[src/sv/mpc_pkg.sv]
// ----------------------------------------------------------------------------
// mpc_pkg
// Shared types and constants of the playlist controller: input kinds,
// register indexes, frame bytes and the queue entry passed to the framer.
// ----------------------------------------------------------------------------
package mpc_pkg;

  localparam int TRACK_W  = 12;
  localparam int MS_W     = 22;
  localparam int CMD_W    = 8;
  localparam int PAR_W    = 16;
  localparam int CFG_AW   = 1;
  localparam int FRAME_LEN = 10;
  localparam int IDX_W    = 4;

  // Input kinds carried on in_tuser.
  localparam logic [1:0] OP_TICK = 2'd0;
  localparam logic [1:0] OP_RX   = 2'd1;
  localparam logic [1:0] OP_HOST = 2'd2;

  // Configuration register indexes.
  localparam logic [CFG_AW-1:0] CFG_TRACK_COUNT = 1'd0;
  localparam logic [CFG_AW-1:0] CFG_PERIOD_MS   = 1'd1;

  localparam logic [TRACK_W-1:0] TRACK_COUNT_RST = 12'd3;
  localparam logic [MS_W-1:0]    PERIOD_MS_RST   = 22'd30000;
  localparam logic [MS_W-1:0]    MS_MAX          = 22'h3FFFFF;

  // Frame bytes.
  localparam logic [7:0] BYTE_START   = 8'h7E;
  localparam logic [7:0] BYTE_VERSION = 8'hFF;
  localparam logic [7:0] BYTE_LEN     = 8'h06;
  localparam logic [7:0] BYTE_FEEDBK  = 8'h01;
  localparam logic [7:0] BYTE_END     = 8'hEF;
  localparam logic [7:0] CMD_PLAY     = 8'h03;
  localparam logic [7:0] REPLY_DONE   = 8'h3D;

  // Position of the command byte inside a reply.
  localparam logic [IDX_W-1:0] REPLY_KIND_POS = 4'd3;
  localparam logic [IDX_W-1:0] REPLY_LAST_POS = 4'd9;
  localparam logic [IDX_W-1:0] FRAME_LAST_IDX = 4'd9;

  // Byte positions of an outgoing frame.
  localparam logic [IDX_W-1:0] POS_START   = 4'd0;
  localparam logic [IDX_W-1:0] POS_VERSION = 4'd1;
  localparam logic [IDX_W-1:0] POS_LEN     = 4'd2;
  localparam logic [IDX_W-1:0] POS_CMD     = 4'd3;
  localparam logic [IDX_W-1:0] POS_FEEDBK  = 4'd4;
  localparam logic [IDX_W-1:0] POS_PAR_HI  = 4'd5;
  localparam logic [IDX_W-1:0] POS_PAR_LO  = 4'd6;
  localparam logic [IDX_W-1:0] POS_SUM_HI  = 4'd7;
  localparam logic [IDX_W-1:0] POS_SUM_LO  = 4'd8;
  localparam logic [IDX_W-1:0] POS_END     = 4'd9;

  typedef struct packed {
    logic [CMD_W-1:0]   cmd;
    logic [PAR_W-1:0]   par;
    logic [TRACK_W-1:0] track;
  } frame_req_t;

  localparam int REQ_W = $bits(frame_req_t);

endpackage

[src/sv/mpc_front.sv]
// ----------------------------------------------------------------------------
// mpc_front
// Accepts input items, keeps the track timer, the reply collector and the
// configuration registers, and queues one frame request per outgoing frame.
// ----------------------------------------------------------------------------
module mpc_front
  import mpc_pkg::*;
(
  input  logic                 clk,
  input  logic                 rst_n,
  input  logic                 cfg_we,
  input  logic [CFG_AW-1:0]    cfg_addr,
  input  logic [MS_W-1:0]      cfg_wdata,
  input  logic                 accept,
  input  logic [1:0]           op,
  input  logic [7:0]           rx_byte,
  input  logic [CMD_W-1:0]     command,
  input  logic [PAR_W-1:0]     parameter_req,
  output logic                 push,
  output frame_req_t           push_req
);

  logic [TRACK_W-1:0] track_count_r, track_count_nxt;
  logic [MS_W-1:0]    period_r, period_nxt;
  logic [TRACK_W-1:0] track_r, track_nxt;
  logic [MS_W-1:0]    elapsed_r, elapsed_nxt;
  logic [IDX_W-1:0]   reply_cnt_r, reply_cnt_nxt;
  logic [7:0]         reply_kind_r, reply_kind_nxt;

  logic [MS_W-1:0]    elapsed_inc;
  logic [TRACK_W-1:0] track_inc;
  logic [TRACK_W-1:0] track_adv;

  assign elapsed_inc = (elapsed_r != MS_MAX) ? elapsed_r + 1'b1 : elapsed_r;
  assign track_inc   = track_r + 1'b1;
  // Wrap to the first track past the count; a count of zero always gives 1.
  assign track_adv   = (track_inc > track_count_r || track_inc == '0) ?
                       TRACK_W'(1) : track_inc;

  always_comb begin
    track_count_nxt = track_count_r;
    period_nxt      = period_r;
    track_nxt       = track_r;
    elapsed_nxt     = elapsed_r;
    reply_cnt_nxt   = reply_cnt_r;
    reply_kind_nxt  = reply_kind_r;
    push            = 1'b0;
    push_req.cmd    = CMD_PLAY;
    push_req.par    = PAR_W'(track_adv);
    push_req.track  = track_adv;

    if (cfg_we) begin
      case (cfg_addr)
        CFG_TRACK_COUNT: track_count_nxt = cfg_wdata[TRACK_W-1:0];
        CFG_PERIOD_MS:   period_nxt      = cfg_wdata;
        default: ;
      endcase
    end

    if (accept) begin
      case (op)
        OP_TICK: begin
          elapsed_nxt = elapsed_inc;
          if (elapsed_inc >= period_r) begin
            track_nxt   = track_adv;
            elapsed_nxt = '0;
            push        = 1'b1;
          end
        end
        OP_RX: begin
          if (reply_cnt_r == '0) begin
            if (rx_byte == BYTE_START) reply_cnt_nxt = IDX_W'(1);
          end else if (reply_cnt_r == REPLY_LAST_POS) begin
            // The tenth byte closes the reply whatever it held.
            reply_cnt_nxt = '0;
            if (reply_kind_r == REPLY_DONE) begin
              track_nxt   = track_adv;
              elapsed_nxt = '0;
              push        = 1'b1;
            end
          end else begin
            if (reply_cnt_r == REPLY_KIND_POS) reply_kind_nxt = rx_byte;
            reply_cnt_nxt = reply_cnt_r + 1'b1;
          end
        end
        OP_HOST: begin
          push           = 1'b1;
          push_req.cmd   = command;
          push_req.par   = parameter_req;
          push_req.track = track_r;
          if (command == CMD_PLAY) elapsed_nxt = '0;
        end
        default: ;
      endcase
    end
  end

  always_ff @(posedge clk) begin
    if (!rst_n) begin
      track_count_r <= TRACK_COUNT_RST;
      period_r      <= PERIOD_MS_RST;
      track_r       <= TRACK_W'(1);
      elapsed_r     <= '0;
      reply_cnt_r   <= '0;
      reply_kind_r  <= '0;
    end else begin
      track_count_r <= track_count_nxt;
      period_r      <= period_nxt;
      track_r       <= track_nxt;
      elapsed_r     <= elapsed_nxt;
      reply_cnt_r   <= reply_cnt_nxt;
      reply_kind_r  <= reply_kind_nxt;
    end
  end

endmodule

[src/sv/mpc_queue.sv]
// ----------------------------------------------------------------------------
// mpc_queue
// Small first-in first-out queue of frame requests between the front and the
// framer.
// ----------------------------------------------------------------------------
module mpc_queue
  import mpc_pkg::*;
#(
  parameter int DEPTH = 4
) (
  input  logic       clk,
  input  logic       rst_n,
  input  logic       push,
  input  frame_req_t push_req,
  output logic       full,
  input  logic       pop,
  output logic       valid,
  output frame_req_t head
);

  localparam int AW = (DEPTH > 1) ? $clog2(DEPTH) : 1;
  localparam int CW = $clog2(DEPTH + 1);
  localparam logic [AW-1:0] LAST_SLOT = AW'(DEPTH - 1);

  frame_req_t         slots_r [DEPTH];
  logic [AW-1:0]      wr_ptr_r, wr_ptr_nxt;
  logic [AW-1:0]      rd_ptr_r, rd_ptr_nxt;
  logic [CW-1:0]      count_r, count_nxt;
  logic               do_push, do_pop;

  assign full    = (count_r == CW'(DEPTH));
  assign valid   = (count_r != '0);
  assign head    = slots_r[rd_ptr_r];
  assign do_push = push && !full;
  assign do_pop  = pop && valid;

  always_comb begin
    wr_ptr_nxt = wr_ptr_r;
    rd_ptr_nxt = rd_ptr_r;
    count_nxt  = count_r;
    if (do_push) wr_ptr_nxt = (wr_ptr_r == LAST_SLOT) ? '0 : wr_ptr_r + 1'b1;
    if (do_pop)  rd_ptr_nxt = (rd_ptr_r == LAST_SLOT) ? '0 : rd_ptr_r + 1'b1;
    if (do_push && !do_pop) count_nxt = count_r + 1'b1;
    else if (do_pop && !do_push) count_nxt = count_r - 1'b1;
  end

  always_ff @(posedge clk) begin
    if (do_push) slots_r[wr_ptr_r] <= push_req;
  end

  always_ff @(posedge clk) begin
    if (!rst_n) begin
      wr_ptr_r <= '0;
      rd_ptr_r <= '0;
      count_r  <= '0;
    end else begin
      wr_ptr_r <= wr_ptr_nxt;
      rd_ptr_r <= rd_ptr_nxt;
      count_r  <= count_nxt;
    end
  end

endmodule

[src/sv/mpc_framer.sv]
// ----------------------------------------------------------------------------
// mpc_framer
// Takes frame requests from the queue and sends each as ten bytes, one per
// transfer, with the checksum worked out from the held request.
// ----------------------------------------------------------------------------
module mpc_framer
  import mpc_pkg::*;
(
  input  logic               clk,
  input  logic               rst_n,
  input  logic               q_valid,
  input  frame_req_t         q_head,
  output logic               q_pop,
  output logic               out_valid,
  input  logic               out_ready,
  output logic [7:0]         tx_byte,
  output logic               frame_last,
  output logic [TRACK_W-1:0] track_number
);

  frame_req_t       req_r, req_nxt;
  logic             busy_r, busy_nxt;
  logic [IDX_W-1:0] idx_r, idx_nxt;
  logic             load;
  logic [15:0]      sum;
  logic [15:0]      csum;

  assign out_valid    = busy_r;
  assign frame_last   = (idx_r == FRAME_LAST_IDX);
  assign track_number = req_r.track;

  // The next request is taken while idle, or as soon as the end byte leaves.
  assign load  = !busy_r || (out_ready && frame_last);
  assign q_pop = load && q_valid;

  assign sum  = 16'(BYTE_VERSION) + 16'(BYTE_LEN) + 16'(BYTE_FEEDBK) + 16'(req_r.cmd)
              + 16'(req_r.par[15:8]) + 16'(req_r.par[7:0]);
  assign csum = 16'(16'd0 - sum);

  always_comb begin
    case (idx_r)
      POS_START:   tx_byte = BYTE_START;
      POS_VERSION: tx_byte = BYTE_VERSION;
      POS_LEN:     tx_byte = BYTE_LEN;
      POS_CMD:     tx_byte = req_r.cmd;
      POS_FEEDBK:  tx_byte = BYTE_FEEDBK;
      POS_PAR_HI:  tx_byte = req_r.par[15:8];
      POS_PAR_LO:  tx_byte = req_r.par[7:0];
      POS_SUM_HI:  tx_byte = csum[15:8];
      POS_SUM_LO:  tx_byte = csum[7:0];
      POS_END:     tx_byte = BYTE_END;
      default:     tx_byte = BYTE_END;
    endcase
  end

  always_comb begin
    req_nxt  = req_r;
    busy_nxt = busy_r;
    idx_nxt  = idx_r;
    if (load) begin
      busy_nxt = q_valid;
      idx_nxt  = '0;
      if (q_valid) req_nxt = q_head;
    end else if (out_ready) begin
      idx_nxt = idx_r + 1'b1;
    end
  end

  always_ff @(posedge clk) begin
    req_r <= req_nxt;
  end

  always_ff @(posedge clk) begin
    if (!rst_n) begin
      busy_r <= 1'b0;
      idx_r  <= '0;
    end else begin
      busy_r <= busy_nxt;
      idx_r  <= idx_nxt;
    end
  end

endmodule

[src/sv/mp3_module_playlist_controller_top.sv]
// ----------------------------------------------------------------------------
// mp3_module_playlist_controller_top
// Playlist controller that builds command frames for a serial audio player.
//
// Input channel in_*: one item per transfer; in_tuser gives the kind
// (millisecond tick, received reply byte, host command). Output channel out_*:
// one frame byte per transfer, ten per frame, out_tlast on the end byte, and
// the frame's track number beside each byte. Configuration is written through
// cfg_we/cfg_addr/cfg_wdata (index 0 track count, index 1 period in ms).
// The front updates the timer, track and reply collector in the cycle an item
// is transferred and queues a request when a frame must go out. The request
// is registered in the queue and then in the framer before the first byte of
// that frame can leave; frames follow each other without gaps while further
// requests are queued. Items are taken one per cycle while the request queue
// has room, so in_tready drops only while QUEUE_DEPTH frame requests wait in
// the queue. A stalled out_tready holds the current byte steady.
// Synchronous reset restores track 1, a cleared timer and collector, a track
// count of 3 and a period of 30000 ms, and empties the queue.
// ----------------------------------------------------------------------------
module mp3_module_playlist_controller_top
  import mpc_pkg::*;
#(
  parameter int QUEUE_DEPTH = 4
) (
  input  logic              clk,
  input  logic              rst_n,
  input  logic              cfg_we,
  input  logic [CFG_AW-1:0] cfg_addr,
  input  logic [MS_W-1:0]   cfg_wdata,
  input  logic              in_tvalid,
  output logic              in_tready,
  input  logic [31:0]       in_tdata,   // rx_byte, command, parameter_req
  input  logic [1:0]        in_tuser,   // op
  output logic              out_tvalid,
  input  logic              out_tready,
  output logic [23:0]       out_tdata,  // tx_byte, track_number, zero fill
  output logic              out_tlast   // frame_last
);

  logic               accept;
  logic               push;
  frame_req_t         push_req;
  logic               q_full;
  logic               q_pop;
  logic               q_valid;
  frame_req_t         q_head;
  logic [7:0]         tx_byte;
  logic [TRACK_W-1:0] track_number;

  assign in_tready = !q_full;
  assign accept    = in_tvalid && in_tready;
  assign out_tdata = {4'd0, track_number, tx_byte};

  mpc_front u_front (
    .clk           (clk),
    .rst_n         (rst_n),
    .cfg_we        (cfg_we),
    .cfg_addr      (cfg_addr),
    .cfg_wdata     (cfg_wdata),
    .accept        (accept),
    .op            (in_tuser),
    .rx_byte       (in_tdata[7:0]),
    .command       (in_tdata[15:8]),
    .parameter_req (in_tdata[31:16]),
    .push          (push),
    .push_req      (push_req)
  );

  mpc_queue #(
    .DEPTH (QUEUE_DEPTH)
  ) u_queue (
    .clk      (clk),
    .rst_n    (rst_n),
    .push     (push),
    .push_req (push_req),
    .full     (q_full),
    .pop      (q_pop),
    .valid    (q_valid),
    .head     (q_head)
  );

  mpc_framer u_framer (
    .clk          (clk),
    .rst_n        (rst_n),
    .q_valid      (q_valid),
    .q_head       (q_head),
    .q_pop        (q_pop),
    .out_valid    (out_tvalid),
    .out_ready    (out_tready),
    .tx_byte      (tx_byte),
    .frame_last   (out_tlast),
    .track_number (track_number)
  );

endmodule
[config.mk]
export PLATFORM = sky130hd
export DESIGN_NAME = mp3_module_playlist_controller_top
export DESIGN_NICKNAME = d
export VERILOG_FILES = /design/src/sv/mpc_pkg.sv /design/src/sv/mpc_front.sv /design/src/sv/mpc_queue.sv /design/src/sv/mpc_framer.sv /design/src/sv/mp3_module_playlist_controller_top.sv
export SDC_FILE = /design/constraint.sdc
export NUM_CORES = 1
export LEC_CHECK = 0
export ABC_AREA = 1
export CORE_ASPECT_RATIO = 0.75
export CORE_MARGIN = 2
export CORE_UTILIZATION = 61
export CTS_CLUSTER_SIZE = 30
export DETAILED_ROUTE_END_ITERATION = 8
export DONT_BUFFER_PORTS = 1
export HOLD_SLACK_MARGIN = 0.03
export PLACE_DENSITY = 0.77
export SYNTH_ARGS = -nofsm -noshare
export SYNTH_HDL_FRONTEND = slang
export SYNTH_SLANG_ARGS = --single-unit
[constraint.sdc]
create_clock -name clk -period 13.3 [get_ports clk]
set_input_delay 2.66 -clock clk [delete_from_list [all_inputs] [get_ports clk]]
set_output_delay 2.66 -clock clk [all_outputs]
set_load 0.01 [all_outputs]
==> results.sh, run 1 <==
export IMPL_start_kind="register"
export IMPL_combPwrFrac_pct=36.9
export IMPL_cts_buffers_inserted=26
export IMPL_path_max_fanout=4
export IMPL_yosys_warnings=0
export IMPL_grt_setup_unrepaired="no"
export IMPL_cts_root_buffer="clkbuf_16"
export IMPL_rr_worst_depth=23
export IMPL_finalSetupViolCount=0
export IMPL_clk_latency_ns=0.55
export IMPL_power_static_leakage_uw=0.00590
export IMPL_grt_usage_pct=26.4
export IMPL_clockPowerShare_pct=26.0
export IMPL_slowest_stage="fa_1"
export IMPL_relSlewSlack_pct=21.9
export IMPL_die_w_um=178
export IMPL_cts_setup_buffers=0
export IMPL_grtUsageMet3_pct=5.56
export IMPL_clk_transition_reported_paths_ns=0.07
export IMPL_r2r_slack_ns=8.31
export IMPL_diodes=0
export IMPL_core_region_area_mm2=0.0222
export IMPL_hold_viol=0
export IMPL_final_util_pct=66.9
export IMPL_worstHoldStart="u_front.reply_kind_r[1]"
export IMPL_netlist_area_mm2=0.0138
export IMPL_synth_async_sr_flop_share_pct=0
export IMPL_vdd_drop_max_v=0.000185
export IMPL_dp_hpwl_mm=21.1
export IMPL_htree_num_levels=1
export IMPL_worst_pin_slew_ns=1.17
export IMPL_sequentialPowerShare_pct=37.1
export IMPL_grt_met1_usage_pct=39.5
export IMPL_num_rows=47
export IMPL_seq_area_frac_synth_pct=52.5
export IMPL_vias_per_cell=5.75
export IMPL_drv_cap=0
export IMPL_nets=1666
export IMPL_final_common_cell="nand2_1"
export IMPL_cpPeakStageDelay_ns=0.42
export IMPL_ant_nets=0
export IMPL_io_pins=89
export IMPL_synth_cell_type_count=44
export IMPL_holdBufCountCts=0
export IMPL_status="finished clean"
export IMPL_yosys_area_top_type="edfxtp_1"
export IMPL_p_int_uw=1860
export IMPL_die_h_um=134
export IMPL_top_usage_layer="met2"
export IMPL_drc_errors=0
export IMPL_drt_total_wl_mm=31.2
export IMPL_hp_class="register to register"
export IMPL_avgSynthCellArea_um2=8.89
export IMPL_cts_resized=0
export IMPL_worst_ep_required_time_ns=10.64
export IMPL_drt_iter0_drc=1105
export IMPL_path_common_cell="inv_1"
export IMPL_min_to="u_front.reply_kind_r[1]"
export IMPL_synth_seq_cells=272
export IMPL_critical_path_class="register to primary output"
export IMPL_tns_ns=0
export IMPL_yosysTopAreaCellShare_pct=39.1
export IMPL_syn_to_final_growth_pct=7.41
export IMPL_crit_reg2reg_launch="u_front.elapsed_r[0]"
export IMPL_maxSlewViolCount=0
export IMPL_path_cells="inv_1 > ha_1 > inv_1 > nand3_1 > nor2_1 > nand2_1 > nor2_1 > inv_1 > nand2_1 > fa_1 > ha_1 > ha_1 > inv_1 > nor3_1 > nand2_1 > nand3_1 > a31oi_1 > o21ai_0 > o211ai_1"
export IMPL_grt_pass1_wl_mm=49.7
export IMPL_wl_per_cell_um=17.0
export IMPL_cts_tree="built"
export IMPL_fmaxAchievable_mhz=143
export IMPL_swShare_pct=37.4
export IMPL_arrival_ns=4.33
export IMPL_end_kind="primary output"
export IMPL_cts_num_sinks=272
export IMPL_port_buffers=0
export IMPL_synthTopCellsByArea="edfxtp_1, dfxtp_1, nand2_1"
export IMPL_use_met2_pct=39.9
export IMPL_post_route_min_period_ns=6.99
export IMPL_power_uw=2970
export IMPL_p_sw_uw=1110
export IMPL_power_density_mw_per_mm2=200
export IMPL_dieArea_mm2=0.0239
export IMPL_grt_max_degree=76
export IMPL_final_cell_mix="nand2_1, nor2_1, inv_1"
export IMPL_hold_path_depth=2
export IMPL_grt_pass1_vias=9565
export IMPL_synth_edf_count=180
export IMPL_clockBufferDepth=3
export IMPL_synthFlopType="edfxtp_1"
export IMPL_antenna_found_initial=0
export IMPL_via_count=10500
export IMPL_r2r_end="u_queue.count_r[1]"
export IMPL_drive_above_1_share_pct=4.94
export IMPL_fin_skew_ns=0.0208
export IMPL_place_congestion=0.950
export IMPL_synthCells=1554
export IMPL_firstDrtPassIters=5
export IMPL_initial_core_util_pct=62.3
export IMPL_layout_worst_path_cycle_share_pct=52.6
export IMPL_grt_overflow=0
flip-flops by register name (all words and copies together), names as in the netlist:
name and cells:
u_framer.idx_r 4, u_front.track_count_r 12, u_queue.slots_r 144, u_framer.track_number 12
u_framer.out_valid 1, u_front.elapsed_r 22, u_front.reply_kind_r 8, u_framer.req_r 24
u_front.track_r 12, u_front.period_r 22, u_queue.rd_ptr_r 2, u_queue.count_r 3
u_queue.wr_ptr_r 2, u_front.reply_cnt_r 4
worst max-delay path: cells and delay by family (launching register included):
kind	cells	cell delay, ns
compound gates	3	0.67
fa+ha+maj	4	1.29
buf+inv	4	0.37
flops	1	0.38
simple gates	8	1.09
power by group through the flow:
stage	logic (µW)	clock network [µW]	registers, µW
floorplan	869	0	1090
global placement	1040	0	1110
detailed placement	1080	0	1120
CTS	1080	781	1100
global route	1250	815	1110
finish	1090	773	1100
layout make-up:
class	instances	area, µm²
Inverter	183	687
Multi-Input combinational cell	1029	5570
Clock inverter	19	221
Tap cell	294	368
Timing Repair Buffer	8	60.1
Clock buffer	29	682
Fill cell	1760	7330
Sequential cell	272	7250
worst max-delay path by stage:
stage / slack [ns] / end / startpoint
global route: 6.02 / out_tdata[6] / u_framer.req_r[29]
finish: 6.31 / out_tdata[6] / u_framer.req_r[29]
floorplan: 7.47 / out_tdata[4] / u_framer.req_r[29]
CTS: 6.37 / out_tdata[6] / u_framer.req_r[29]
global placement: 7.02 / out_tdata[4] / u_framer.req_r[29]
detailed placement: 6.96 / out_tdata[6] / u_framer.req_r[29]
through the flow:
stage	instance area, µm²	std cells	hold WS [ns]	worst slack [ns]
after floorplan	13800	1557	0.429	7.47
after CTS	14800	1834	0.461	6.37
after global routing	14800	1834	0.476	6.02
after global placement	13900	1786	0.445	7.02
final	14800	1834	0.457	6.31
after detailed placement	13900	1786	0.450	6.96
cells in the mapped netlist (all sizes together), types with 9 or more instances:
| cell type | number |
|---|---|
| ha | 75 |
| nand4 | 11 |
| nand3 | 101 |
| o211ai | 10 |
| a21oi | 94 |
| fa | 9 |
| nor3 | 25 |
| dfxtp | 92 |
| inv | 183 |
| nand2 | 278 |
| o22ai | 41 |
| buf | 27 |
| nor2 | 191 |
| xor2 | 17 |
| clkbuf | 46 |
| edfxtp | 180 |
| o21ai | 145 |
layer usage:
layer | wire length [µm] | part of all wire (%) | vias up
met1 | 14400 | 46 | 4908
met4 | 505 | 1.6 | 0
li1 | - | - | 5162
met2 | 13300 | 43 | 431
met5 | 0 | 0 | -
met3 | 2870 | 9.2 | 42
cell families after synthesis:
family	after synthesis	share of synthesized area [%]
compound gates	304	11.9
xor+xnor	22	1.40
fa+ha+maj	84	8.10
buf+inv	256	7.51
flops	272	52.5
other cells	1	0.0272
simple gates	615	18.6
Power figures use the tool's default switching activity.
==> run 2, diff against run 1 <==
Settings changed: CORE_UTILIZATION 61 to 58, PLACE_DENSITY 0.77 to 0.76.
Clock period 13.3 ns to 6.3 ns, I/O delays scaled along.
==> run 2 against run 1 <==
Routed wire length rose by 3.7%. Worst hold slack worse by 0.0027 ns. Register-to-register slack got worse by 6.9 ns. Final cell count is 0.38% higher. Clock skew grew 0.0036 ns. Via count rose by 1.2%. Global-route usage down 0.21 points. Cell area shrank 0.24%. Clock power is 100% higher. Sequential power grew 110%.
==> results.sh, run 2 (synthesized netlist as in run 1, its figures left out) <==
export IMPL_clockBufferDepth=3
export IMPL_combPwrFrac_pct=37.5
export IMPL_swShare_pct=37.8
export IMPL_fin_ws_ns=0.769
export IMPL_grt_max_degree=76
export IMPL_dieArea_mm2=0.0251
export IMPL_grt_setup_unrepaired="no"
export IMPL_power_static_leakage_uw=0.00590
export IMPL_largest_reg_flops=144
export IMPL_fillers=1890
export IMPL_finalSetupViolCount=0
export IMPL_num_rows=48
export IMPL_cts_root_buffer="clkbuf_16"
export IMPL_maxSlewViolCount=0
export IMPL_end_kind="primary output"
export IMPL_startpoint="u_framer.req_r[29]"
export IMPL_fin_area_mm2=0.0148
export IMPL_highest_layer="met4"
export IMPL_worst_ep_required_time_ns=5.04
export IMPL_crit_reg2reg_launch="u_front.elapsed_r[1]"
export IMPL_drive_above_1_share_pct=4.54
export IMPL_multi_input_area_mm2=0.00557
export IMPL_drc_errors=0
export IMPL_drt_total_wl_mm=32.3
export IMPL_final_util_pct=63.8
export IMPL_worst_pin_slew_ns=1.21
export IMPL_seq_area_mm2=0.00725
export IMPL_clk_transition_reported_paths_ns=0.06
export IMPL_grt_pass1_vias=9860
export IMPL_drt_iter0_drc=1143
export IMPL_cts_num_sinks=272
export IMPL_p_sw_uw=2350
export IMPL_path_max_fanout=4
export IMPL_hold_path_depth=2
export IMPL_r2r_slack_ns=1.43
export IMPL_fmaxAchievable_mhz=181
export IMPL_dp_hpwl_mm=22.5
export IMPL_start_kind="register"
export IMPL_place_congestion=0.933
export IMPL_holdBufCountCts=0
export IMPL_die_h_um=138
export IMPL_final_common_cell="nand2_1"
export IMPL_clk_latency_ns=0.54
export IMPL_drv_cap=0
export IMPL_rr_worst_depth=20
export IMPL_firstDrtPassIters=5
export IMPL_vias_per_cell=5.80
export IMPL_place_ws_ns=1.41
export IMPL_grt_overflow=0
export IMPL_place_inst=1793
export IMPL_largest_register="u_queue.slots_r"
export IMPL_wl_per_cell_um=17.5
export IMPL_core_region_area_mm2=0.0232
export IMPL_ant_nets=0
export IMPL_tns_ns=0
export IMPL_critical_path_class="register to primary output"
export IMPL_fin_skew_ns=0.0244
export IMPL_io_pins=89
export IMPL_clockPowerShare_pct=25.0
export IMPL_placed_cell_area_mm2=0.0139
export IMPL_vdd_drop_max_v=0.000449
export IMPL_power_density_mw_per_mm2=420
export IMPL_r2r_end="u_queue.slots_r[2][33]"
export IMPL_status="finished clean"
export IMPL_cts_setup_buffers=0
export IMPL_hold_viol=0
export IMPL_crit_path_end="out_tdata[4]"
export IMPL_hp_class="register to register"
export IMPL_antenna_found_initial=0
export IMPL_met1_length_mm=15.0
export IMPL_via_count=10700
export IMPL_relSlewSlack_pct=19.0
export IMPL_cts_tree="built"
export IMPL_grt_usage_pct=26.2
export IMPL_route_met3_wl_mm=2.93
export IMPL_post_route_min_period_ns=5.53
export IMPL_final_cell_mix="nand2_1, inv_1, nor2_1"
export IMPL_nets=1667
export IMPL_initial_core_util_pct=59.6
export IMPL_arrival_ns=4.27
export IMPL_grt_pass1_wl_mm=51.8
export IMPL_sequentialPowerShare_pct=37.5
export IMPL_htree_num_levels=1
export IMPL_reg_top3="u_queue.slots_r (144), u_framer.req_r (24)"
export IMPL_die_w_um=182
export IMPL_cts_buffers_inserted=26
export IMPL_p_int_uw=3870
export IMPL_layout_worst_path_cycle_share_pct=87.8
export IMPL_final_cells=1841
export IMPL_port_buffers=0
export IMPL_route_met2_wl_mm=13.8
export IMPL_syn_to_final_growth_pct=7.15
export IMPL_diodes=0
export IMPL_cts_resized=0
==> run 2: how the worst min path moves through the flow <==
stage                              from                        to
2_1_floorplan   u_front.reply_kind_r[1]   u_front.reply_kind_r[1]
3_5_place_dp    u_front.reply_kind_r[1]   u_front.reply_kind_r[1]
4_1_cts         u_front.reply_kind_r[1]   u_front.reply_kind_r[1]
5_1_grt        u_front.track_count_r[2]  u_front.track_count_r[2]
3_3_place_gp    u_front.reply_kind_r[1]   u_front.reply_kind_r[1]
6_report        u_front.reply_kind_r[1]   u_front.reply_kind_r[1]
==> run 2: power by group through the flow <==
stage | logic, µW | clock network [µW] | registers (µW)
2_1_floorplan | 1830 | 0 | 2300
3_3_place_gp | 2230 | 0 | 2360
3_5_place_dp | 2290 | 0 | 2370
4_1_cts | 2310 | 1580 | 2330
5_1_grt | 2650 | 1650 | 2350
6_report | 2330 | 1560 | 2330
==> run 2: final cells by class <==
type	count	share of cell area (%)
Tap cell	300	2.54
Timing Repair Buffer	9	0.457
Clock buffer	32	4.62
Multi-Input combinational cell	1029	37.6
Clock inverter	16	1.14
Sequential cell	272	49.0
Inverter	183	4.64
==> run 2: routing by layer <==
metal	vias up	global-route usage (%)
met1	4981	39.2
met3	43	4.86
met4	0	6.23
met2	477	39.6
li1	5168	-
met5	-	0
==> run 2: stage by stage <==
step	hold WS [ns]	power, µW
after global placement	0.445	4600
after global routing	0.482	6640
after detailed placement	0.447	4650
after floorplan	0.429	4130
final	0.454	6220
after CTS	0.457	6210
==> run 2: critical path: stages, from the launching register on <==
cell and delay [ns]:
edfxtp_1 0.38, inv_1 0.09, ha_1 0.23, inv_1 0.06, nand3_1 0.11, nor2_1 0.12, nand2_1 0.08, nor2_1 0.26
inv_1 0.13, nand2_1 0.09, fa_1 0.42, ha_1 0.31, ha_1 0.33, inv_1 0.08, nor3_1 0.17, nand2_1 0.08
nand3_1 0.14, a31oi_1 0.12, o21ai_0 0.32, nand4_1 0.23
